`src/rtl/core/assert_macros.svh`:
```
// ----------------------------------------------------------------------------
// Assertion macros
// Shared concurrent assertion macros. Define NO_ASSERTIONS to compile them out.
// ----------------------------------------------------------------------------
`ifndef ASSERT_MACROS_SVH
`define ASSERT_MACROS_SVH

`ifndef NO_ASSERTIONS

// The property must hold at every clock edge outside reset.
`define ASSERT_PROP(label, clk, rst_n, prop) \
  label: assert property (@(posedge clk) disable iff (!rst_n) (prop)) \
    else $error("assertion failed");

// The expression must never be true at a clock edge outside reset.
`define ASSERT_NEVER(label, clk, rst_n, expr) \
  label: assert property (@(posedge clk) disable iff (!rst_n) !(expr)) \
    else $error("forbidden condition seen");

`else

`define ASSERT_PROP(label, clk, rst_n, prop)
`define ASSERT_NEVER(label, clk, rst_n, expr)

`endif

`endif

```
`src/rtl/core/adcps_pkg.sv`:
```
// ----------------------------------------------------------------------------
// adcps_pkg
// Types and codes shared by the ADC poll sequencer and its channel interfaces.
// ----------------------------------------------------------------------------
`default_nettype none

package adcps_pkg;

  // Event kinds.
  localparam logic KIND_START = 1'b0;
  localparam logic KIND_DONE  = 1'b1;

  // Sequencer phases.
  localparam logic [1:0] PH_WRITE  = 2'd0;
  localparam logic [1:0] PH_POLL   = 2'd1;
  localparam logic [1:0] PH_READ   = 2'd2;
  localparam logic [1:0] PH_BUSRST = 2'd3;

  // Bus commands.
  localparam logic [2:0] CMD_NONE      = 3'd0;
  localparam logic [2:0] CMD_WRITE_CFG = 3'd1;
  localparam logic [2:0] CMD_READ_CFG  = 3'd2;
  localparam logic [2:0] CMD_READ_CONV = 3'd3;
  localparam logic [2:0] CMD_BUS_RESET = 3'd4;

  // Scaling: voltage = raw * 21 / 8, current = raw * 25 / 32.
  localparam logic [4:0] VOLT_MUL = 5'd21;
  localparam logic [4:0] CURR_MUL = 5'd25;

  typedef struct packed {
    logic        kind;
    logic        acked;
    logic [15:0] read_data;
  } in_t;

  typedef struct packed {
    logic [2:0]  command;
    logic        channel;
    logic [15:0] voltage_mv;
    logic [15:0] current_ma;
    logic        sample_valid;
    logic        current_updated;
  } out_t;

endpackage

`default_nettype wire

```
`src/rtl/core/adcps_if.sv`:
```
// ----------------------------------------------------------------------------
// adcps channel interfaces
// Valid/ready channels for the sequencer's events and bus commands.
// ----------------------------------------------------------------------------
`default_nettype none

interface adcps_in_if;
  logic             valid;
  logic             ready;
  adcps_pkg::in_t   data;

  modport source (output valid, output data, input ready);
  modport sink   (input valid, input data, output ready);
endinterface

interface adcps_out_if;
  logic             valid;
  logic             ready;
  adcps_pkg::out_t  data;

  modport source (output valid, output data, input ready);
  modport sink   (input valid, input data, output ready);
endinterface

`default_nettype wire

```
`src/rtl/core/adc_i2c_poll_sequencer.sv`:
```
// ----------------------------------------------------------------------------
// adc_i2c_poll_sequencer
// Issues the next I2C command for single-shot conversions on a two-channel ADC.
// ----------------------------------------------------------------------------
// Each event (a start request or a finished I2C transfer) yields exactly one
// command transaction carrying the next bus command, the channel for a config
// write and the latest scaled results. The block takes one event per clock
// cycle unless a stalled sink holds it back: the event is
// held in an input register, decided against the sequencer state by a short
// piece of logic (byte swap, small constant multiplies, saturate) and
// stored in the output register. Both registers advance whenever the output
// register is empty or being emptied, so a stalled sink holds at most two
// events in flight. A NACK clears both results and the valid flag and always
// produces a bus reset; the transfer that follows the bus reset restarts the
// sequence at channel 0.
`default_nettype none
`include "assert_macros.svh"

module adc_i2c_poll_sequencer (
  input  wire                 clk_i,
  input  wire                 rst_ni,
  adcps_in_if.sink            in_i,
  adcps_out_if.source         out_o
);

  // Input register.
  logic            s1_valid_q;
  adcps_pkg::in_t  s1_data_q;

  // Output register.
  logic            out_valid_q;
  adcps_pkg::out_t out_q, out_d;

  // Sequencer state.
  logic [1:0]  phase_q, phase_d;
  logic        seq_idx_q, seq_idx_d;
  logic [15:0] volt_q, volt_d;
  logic [15:0] curr_q, curr_d;
  logic        valid_flag_q, valid_flag_d;

  logic        s1_move;
  logic [15:0] word;
  logic [19:0] volt_prod;
  logic [19:0] curr_prod;
  logic [15:0] volt_scaled;
  logic [15:0] curr_scaled;

  assign s1_move    = s1_valid_q && (!out_valid_q || out_o.ready);
  assign in_i.ready = !s1_valid_q || s1_move;

  assign out_o.valid = out_valid_q;
  assign out_o.data  = out_q;

  // The bus delivers the word with its bytes swapped.
  assign word = {s1_data_q.read_data[7:0], s1_data_q.read_data[15:8]};

  // Negative raw values clamp to zero; zero scales to zero on its own.
  assign volt_prod = 20'(word[14:0]) * 20'(adcps_pkg::VOLT_MUL);
  assign curr_prod = 20'(word[14:0]) * 20'(adcps_pkg::CURR_MUL);

  always_comb begin
    if (word[15]) begin
      volt_scaled = '0;
    end else if (volt_prod[19]) begin
      volt_scaled = 16'hFFFF;
    end else begin
      volt_scaled = volt_prod[18:3];
    end
  end

  // The current product never exceeds 16 bits after the shift.
  assign curr_scaled = word[15] ? 16'h0000 : {1'b0, curr_prod[19:5]};

  always_comb begin
    phase_d      = phase_q;
    seq_idx_d    = seq_idx_q;
    volt_d       = volt_q;
    curr_d       = curr_q;
    valid_flag_d = valid_flag_q;
    out_d        = '0;
    out_d.command = adcps_pkg::CMD_WRITE_CFG;

    priority if (s1_data_q.kind == adcps_pkg::KIND_START) begin
      phase_d       = adcps_pkg::PH_WRITE;
      seq_idx_d     = 1'b0;
      out_d.command = adcps_pkg::CMD_WRITE_CFG;
    end else if (!s1_data_q.acked) begin
      volt_d        = '0;
      curr_d        = '0;
      valid_flag_d  = 1'b0;
      phase_d       = adcps_pkg::PH_BUSRST;
      out_d.command = adcps_pkg::CMD_BUS_RESET;
    end else begin
      unique case (phase_q)
        adcps_pkg::PH_WRITE: begin
          phase_d       = adcps_pkg::PH_POLL;
          out_d.command = adcps_pkg::CMD_READ_CFG;
        end
        adcps_pkg::PH_POLL: begin
          // Bit 15 of the config register signals a finished conversion.
          if (word[15]) begin
            phase_d       = adcps_pkg::PH_READ;
            out_d.command = adcps_pkg::CMD_READ_CONV;
          end else begin
            out_d.command = adcps_pkg::CMD_READ_CFG;
          end
        end
        adcps_pkg::PH_READ: begin
          if (!seq_idx_q) begin
            volt_d = volt_scaled;
          end else begin
            curr_d                = curr_scaled;
            out_d.current_updated = 1'b1;
          end
          valid_flag_d  = 1'b1;
          seq_idx_d     = ~seq_idx_q;
          phase_d       = adcps_pkg::PH_WRITE;
          out_d.command = adcps_pkg::CMD_WRITE_CFG;
        end
        default: begin
          phase_d       = adcps_pkg::PH_WRITE;
          seq_idx_d     = 1'b0;
          out_d.command = adcps_pkg::CMD_WRITE_CFG;
        end
      endcase
    end

    out_d.channel      = (out_d.command == adcps_pkg::CMD_WRITE_CFG) ? seq_idx_d : 1'b0;
    out_d.voltage_mv   = volt_d;
    out_d.current_ma   = curr_d;
    out_d.sample_valid = valid_flag_d;
  end

  always_ff @(posedge clk_i or negedge rst_ni) begin
    if (!rst_ni) begin
      s1_valid_q   <= 1'b0;
      out_valid_q  <= 1'b0;
      phase_q      <= adcps_pkg::PH_WRITE;
      seq_idx_q    <= 1'b0;
      volt_q       <= '0;
      curr_q       <= '0;
      valid_flag_q <= 1'b0;
    end else begin
      if (in_i.ready) begin
        s1_valid_q <= in_i.valid;
      end
      if (!out_valid_q || out_o.ready) begin
        out_valid_q <= s1_valid_q;
      end
      if (s1_move) begin
        phase_q      <= phase_d;
        seq_idx_q    <= seq_idx_d;
        volt_q       <= volt_d;
        curr_q       <= curr_d;
        valid_flag_q <= valid_flag_d;
      end
    end
  end

  always_ff @(posedge clk_i) begin
    if (in_i.valid && in_i.ready) begin
      s1_data_q <= in_i.data;
    end
    if (s1_move) begin
      out_q <= out_d;
    end
  end

  // A presented transaction always carries a real command.
  `ASSERT_NEVER(a_cmd_not_none, clk_i, rst_ni, out_valid_q && (out_q.command == adcps_pkg::CMD_NONE))

  // The channel field is only used by a config write.
  `ASSERT_NEVER(a_chan_only_write, clk_i, rst_ni, out_valid_q && out_q.channel && (out_q.command != adcps_pkg::CMD_WRITE_CFG))

  // A stored current result always leaves the valid flag set.
  `ASSERT_PROP(a_upd_valid, clk_i, rst_ni, !(out_valid_q && out_q.current_updated) || out_q.sample_valid)

  // A bus reset always comes with cleared results.
  `ASSERT_PROP(a_busrst_clear, clk_i, rst_ni, !(out_valid_q && (out_q.command == adcps_pkg::CMD_BUS_RESET)) || ((out_q.voltage_mv == 16'h0000) && (out_q.current_ma == 16'h0000) && !out_q.sample_valid))

endmodule

`default_nettype wire
```
`src/flat_wrapper.sv`:
```
// flat-port wrapper written by rule: the top's interface ports become plain ports
module adc_i2c_poll_sequencer_flat 
  (clk_i, rst_ni, in_i_valid, in_i_data, in_i_ready, out_o_valid, out_o_data, out_o_ready);
  adcps_in_if in_i_i ();
  adcps_out_if out_o_i ();
  input  wire clk_i;
  input  wire rst_ni;
  input wire logic [$bits(in_i_i.valid)-1:0] in_i_valid;
  input wire logic [$bits(in_i_i.data)-1:0] in_i_data;
  output wire logic [$bits(in_i_i.ready)-1:0] in_i_ready;
  output wire logic [$bits(out_o_i.valid)-1:0] out_o_valid;
  output wire logic [$bits(out_o_i.data)-1:0] out_o_data;
  input wire logic [$bits(out_o_i.ready)-1:0] out_o_ready;
  assign in_i_i.valid = in_i_valid;
  assign in_i_i.data = in_i_data;
  assign in_i_ready = in_i_i.ready;
  assign out_o_valid = out_o_i.valid;
  assign out_o_data = out_o_i.data;
  assign out_o_i.ready = out_o_ready;
  adc_i2c_poll_sequencer u_core (.clk_i(clk_i), .rst_ni(rst_ni), .in_i(in_i_i), .out_o(out_o_i));
endmodule
```
`config.mk`:
```
export PLATFORM = sky130hd
export DESIGN_NAME = adc_i2c_poll_sequencer_flat
export DESIGN_NICKNAME = d
export VERILOG_FILES = /design/src/rtl/core/adcps_pkg.sv /design/src/rtl/core/adcps_if.sv /design/src/rtl/core/adc_i2c_poll_sequencer.sv /design/src/flat_wrapper.sv
export VERILOG_INCLUDE_DIRS = /design/src /design/src/rtl/core
export SDC_FILE = /design/constraint.sdc
export NUM_CORES = 1
export LEC_CHECK = 0
export ABC_AREA = 1
export BUFFER_PORTS_ARGS = -buffer_cell sky130_fd_sc_hd__buf_2
export CAP_MARGIN = 20
export CORE_ASPECT_RATIO = 1.75
export CORE_MARGIN = 2
export CORE_UTILIZATION = 60
export CTS_CLUSTER_SIZE = 16
export DETAILED_ROUTE_END_ITERATION = 10
export PLACE_DENSITY_LB_ADDON = 0.05
export SLEW_MARGIN = 20
export SYNTH_ARGS = -nofsm -noshare
export SYNTH_HDL_FRONTEND = slang
export SYNTH_SLANG_ARGS = --single-unit
```
`constraint.sdc`:
```
create_clock -name clk_i -period 4.4 [get_ports clk_i]
set_input_delay 0.22 -clock clk_i [delete_from_list [all_inputs] [get_ports clk_i]]
set_output_delay 0.22 -clock clk_i [all_outputs]
set_load 0.03 [all_outputs]
```
[After elaboration in Yosys (flattened, before gate mapping)]
Cells that the tools add are included.
Storage, ports and cells
  register bits: 94
Cells by class
  reduce and logical (&&, ||, !) cells: 10
  mux-type cells: 26
  eq/ne operators: 4
  multiply operators: 2
  bitwise gates (word level): 1
Operators with widths (number)
  2-to-1 mux 16 bit: 10
  multiplier 15 x 5 -> 20 bit, second input constant: 2
  2-to-1 mux 15 bit: 1
  2-to-1 mux 1 bit: 7
  2-to-1 mux 2 bit: 3
  2-to-1 mux 3 bit: 2
  case mux 3 bit (2 select lines): 1
  != test 4 bit, second input constant: 1
  case mux 2 bit (2 select lines): 1
  equality test 3 x 1 -> 1 bit, second input constant: 1
  AND reduction 3 bit: 1
  equality test 2 x 1 -> 1 bit, second input constant: 1
  equality test 2 bit, second input constant: 1
  logical AND 1 bit: 2
  zero test 1 bit: 2
  zero test 2 bit: 1
  logical OR 1 bit: 2
  case mux 1 bit (2 select lines): 1
  AND reduction 2 bit: 1
  OR reduction 2 bit: 1
  inverter 1 bit: 1

[Logic depth before layout (Yosys ltp)]
  depth after elaboration: 7
  depth in mapped cells: 23
  mapped depth without buffers: 22

[Worst setup path after synthesis]
Ideal clock, no wire load.
  path type: flip-flop to flip-flop
  start: register u_core.s1_data_q[14] (netlist bit)
  end: register u_core.out_q, in the netlist u_core.out_o.data[25] (data pin)
  setup time: 254 ps
  slack: 1131 ps
  period minus slack after synthesis: 3269 ps
  stages on the path, launching flop included: 20
  arrival time: 3015 ps
  cells stage by stage: edfxtp_1 ha_1 ha_1 inv_1 fa_1 inv_1 ha_1 nand2_1 inv_1 a21oi_2 nand2_2 nand2_2 nand3b_2 nand2_4 buf_12 nand2_2 nand2_1 nand2_1 nand2_1 nand2_2
RTL lines
  from (decl): RTL line adc_i2c_poll_sequencer.sv:28  | adcps_pkg::in_t s1_data_q;
  from (signal assigned): RTL line adc_i2c_poll_sequencer.sv:162  | s1_data_q <= in_i.data;
  to (signal assigned): RTL line adc_i2c_poll_sequencer.sv:165  | out_q <= out_d;
  to (decl): RTL line adc_i2c_poll_sequencer.sv:32  | adcps_pkg::out_t out_q, out_d;

==> results.py <==
metrics = {
    "run": {
        "cap_violations": 0,
    },
    "power_and_ir_drop": {
        "p_leak_nw": 4.37,
        "p_per_area_nw_per_um2": 461,
        "ir_worst_vdd_mv": 0.227,
        "power_mw": 3.66,
    },
    "clock_tree": {
        "clock-sinks": 94,
        "postCtsResizedCells": 0,
        "cts.clk_slew.worst_paths_ns": 0.07,
        "cts_tree": "done",
        "cts_buffer_depth": 2,
        "htreeDepth": 3,
        "cts_setup_buffers": 0,
        "clk-insertion-delay-late_ns": 0.35,
        "cts_buffers": 9,
        "root_buffer": "clkbuf_16",
        "ctsHoldBuffers": 0,
    },
    "die": {
        "dieArea_sq_um": 13100,
        "pin_count": 62,
        "start_util": 0.611,
        "dieWidth_microns": 87.4,
        "dieHeight_microns": 150,
        "rows": 53,
        "core_sq_um": 11900,
    },
    "placement": {
        "placedCellCount": 1075,
        "gp_congestion": 0.878,
        "hpwl_mm": 12.2,
        "postPlaceCellArea_sq_um": 7630,
        "dp_slack_ns": 0.809,
        "port_buffers": 61,
    },
    "global_route": {
        "top_usage_layer": "met2",
        "use_met3": 0.0359,
        "grt_use_met1": 0.284,
        "grt_pass1_vias": 5767,
        "grt_pass1_wl_mm": 25.5,
        "antenna_found_initial": 0,
        "track_usage": 0.250,
        "grt_use_met2": 0.464,
        "grt_max_degree": 41,
        "grt_overflow": 0,
    },
    "run_status": {
        "status": "complete, but fails checks",
        "violations": "negative hold slack",
    },
    "sta": {
        "tightest_slew_ns": 0.892,
        "rsz0062_at_grt": "false",
        "fin_tns_setup_ns": 0,
        "hold_viol_final": 14,
        "worst_slack_ns": 0.786,
        "fmax_ghz": 0.277,
        "slew_violations": 0,
        "period_needed_ns": 3.61,
        "hold_ws_ns": -0.0121,
        "slew_headroom": 0.405,
        "skew_ns": 0.00936,
        "fin_crit_sh": 0.821,
        "setup-violations-final": 0,
    },
    "worst_setup_path": {
        "critPathCaptureType": "flop",
        "cp_max_fo": 16,
        "rr_startpoint": "u_core.s1_data_q[14]",
        "path_class": "flop to flop",
        "reg2reg_depth": 18,
        "arrival_ns": 3.71,
        "regToRegSetupSlack_ns": 0.79,
        "required_ns": 4.50,
        "startpoint_type": "flop",
        "r2r-end": "u_core.out_o.data[20]",
    },
    "cells_and_area": {
        "utilization": 0.665,
        "fillers": 1029,
        "fin_cells": 1091,
        "antenna_cells": 0,
        "design_area_sq_um": 7940,
        "final_layout_size_suffix_gt1_frac": 0.144,
        "num-nets-final": 1085,
        "area_growth_pct": 8.81,
    },
    "synth": {
        "syn_nets": 1025,
        "synth_top_area_share": 0.230,
        "ys_warn_count": 0,
        "ys_ff_latch": 94,
        "yosysTopAreaCell": "edfxtp_1",
        "synth_edf_count": 56,
        "synth-seq-area-share": 0.361,
        "netlist_top_cells_area": "edfxtp_1 (23%), ha_1 (16%), nand2_1 (15%), dfrtp_1 (13%), inv_1 (7.6%)",
        "async_flop_share": 0.404,
        "synthCells": 889,
        "yosys_most_used_dff": "edfxtp_1",
        "synth_area_sq_um": 7300,
        "synth_cell_types": 44,
        "syn_area_per_cell_sq_um": 8.21,
    },
    "route": {
        "vias": 5780,
        "drc": 0,
        "ant_nets": 0,
        "via_per_inst": 5.30,
        "drt_iter0_drc": 302,
        "wire_per_inst_microns": 14.3,
        "drtPass1Iterations": 5,
        "drt-total-wl_mm": 15.6,
    },
    "worst_hold_path": {
        "hold_class": "input port to async pin",
    },
}
## layer usage
metal | wire length [microns] | up-vias | part of all wire
met5 | 0 | - | 0
met4 | 312 | 0 | 0.020
met3 | 511 | 17 | 0.033
met2 | 8440 | 126 | 0.54
met1 | 6330 | 2698 | 0.41
li1 | - | 2939 | -
## worst max-delay path by stage
stage	start	endpoint	slack, ns	cells after the start
floorplan	u_core.s1_data_q[14]	u_core.out_o.data[25]	1.13	19
global placement	u_core.s1_data_q[13]	u_core.out_o.data[26]	0.89	18
detailed placement	u_core.s1_data_q[14]	u_core.out_o.data[21]	0.81	18
CTS	u_core.s1_data_q[14]	u_core.out_o.data[20]	0.77	18
global route	u_core.s1_data_q[13]	u_core.out_o.data[21]	0.54	19
finish	u_core.s1_data_q[14]	u_core.out_o.data[20]	0.79	18
## state kept, by name (all words and copies together) (netlist names)
| register | count |
|---|---|
| u_core.volt_q | 16 |
| u_core.out_o.valid | 1 |
| u_core.seq_idx_q | 1 |
| u_core.s1_valid_q | 1 |
| u_core.valid_flag_q | 1 |
| u_core.out_o.data | 38 |
| u_core.curr_q | 16 |
| u_core.s1_data_q | 18 |
| u_core.phase_q | 2 |
## cell families (layout without fill, tap and decap cells)
family,count (synthesis),in the layout,synth area share
compound gates,94,94,0.0734
xor+xnor,10,10,0.0120
fa+ha+maj,114,114,0.214
buf+inv,173,238,0.104
flops,94,94,0.361
mux,1,1,0.00154
simple gates,403,403,0.235
## layout make-up
cell class / count / area [sq um] / area share
Multi-Input combinational cell: 622 / 3910 / 0.493
Timing Repair Buffer: 63 / 320 / 0.0403
Sequential cell: 94 / 2630 / 0.332
Inverter: 159 / 599 / 0.0755
Clock buffer: 9 / 225 / 0.0284
Clock inverter: 7 / 80.1 / 0.0101
Tap cell: 137 / 171 / 0.0216
## Yosys cell counts (3+ instances only)
cell type / number
a21boi_0: 5
a21o_1: 5
a21oi_1: 38
a31o_2: 3
clkbuf_1: 4
clkbuf_8: 6
dfrtp_1: 38
edfxtp_1: 56
fa_1: 18
ha_1: 96
inv_1: 148
inv_2: 8
nand2_1: 291
nand2_2: 29
nand3_1: 23
nand3b_1: 5
nand4_1: 5
nor2_1: 30
nor2_2: 5
o21ai_0: 19
o21ai_1: 9
o21bai_1: 4
o22ai_1: 6
or2_1: 3
xnor2_1: 8
## cells in the final DEF, fill, tap and decap left out, drive strengths merged, types with 18 or more instances in the layout
cell type / n
edfxtp: 56
inv: 160
buf: 63
nand3: 23
ha: 96
o21ai: 28
a21oi: 39
nor2: 35
dfrtp: 38
nand2: 322
fa: 18
## worst max-delay path, cell delays in order, from the launching register on
cell	delay (ns)
edfxtp_1	0.54
ha_1	0.35
ha_1	0.29
inv_1	0.05
fa_1	0.52
inv_1	0.04
ha_1	0.35
nand2_1	0.16
inv_1	0.07
a21oi_2	0.14
nand2_2	0.08
nand2_2	0.08
nand3b_2	0.10
nand2_4	0.21
nand2_1	0.09
nand2_1	0.07
nand2_1	0.06
nand2_1	0.07
nand2_1	0.08
## where the power goes
| group | leakage [nW] | total (mW) | internal (mW) | switching, mW |
|---|---|---|---|---|
| registers | 1.07 | 1.16 | 1.08 | 0.0794 |
| logic | 3.16 | 1.71 | 0.593 | 1.12 |
| clock network | 0.146 | 0.788 | 0.404 | 0.384 |
| total | 4.37 | 3.66 | 2.08 | 1.58 |
No activity file was read; power rests on OpenSTA's default activity.
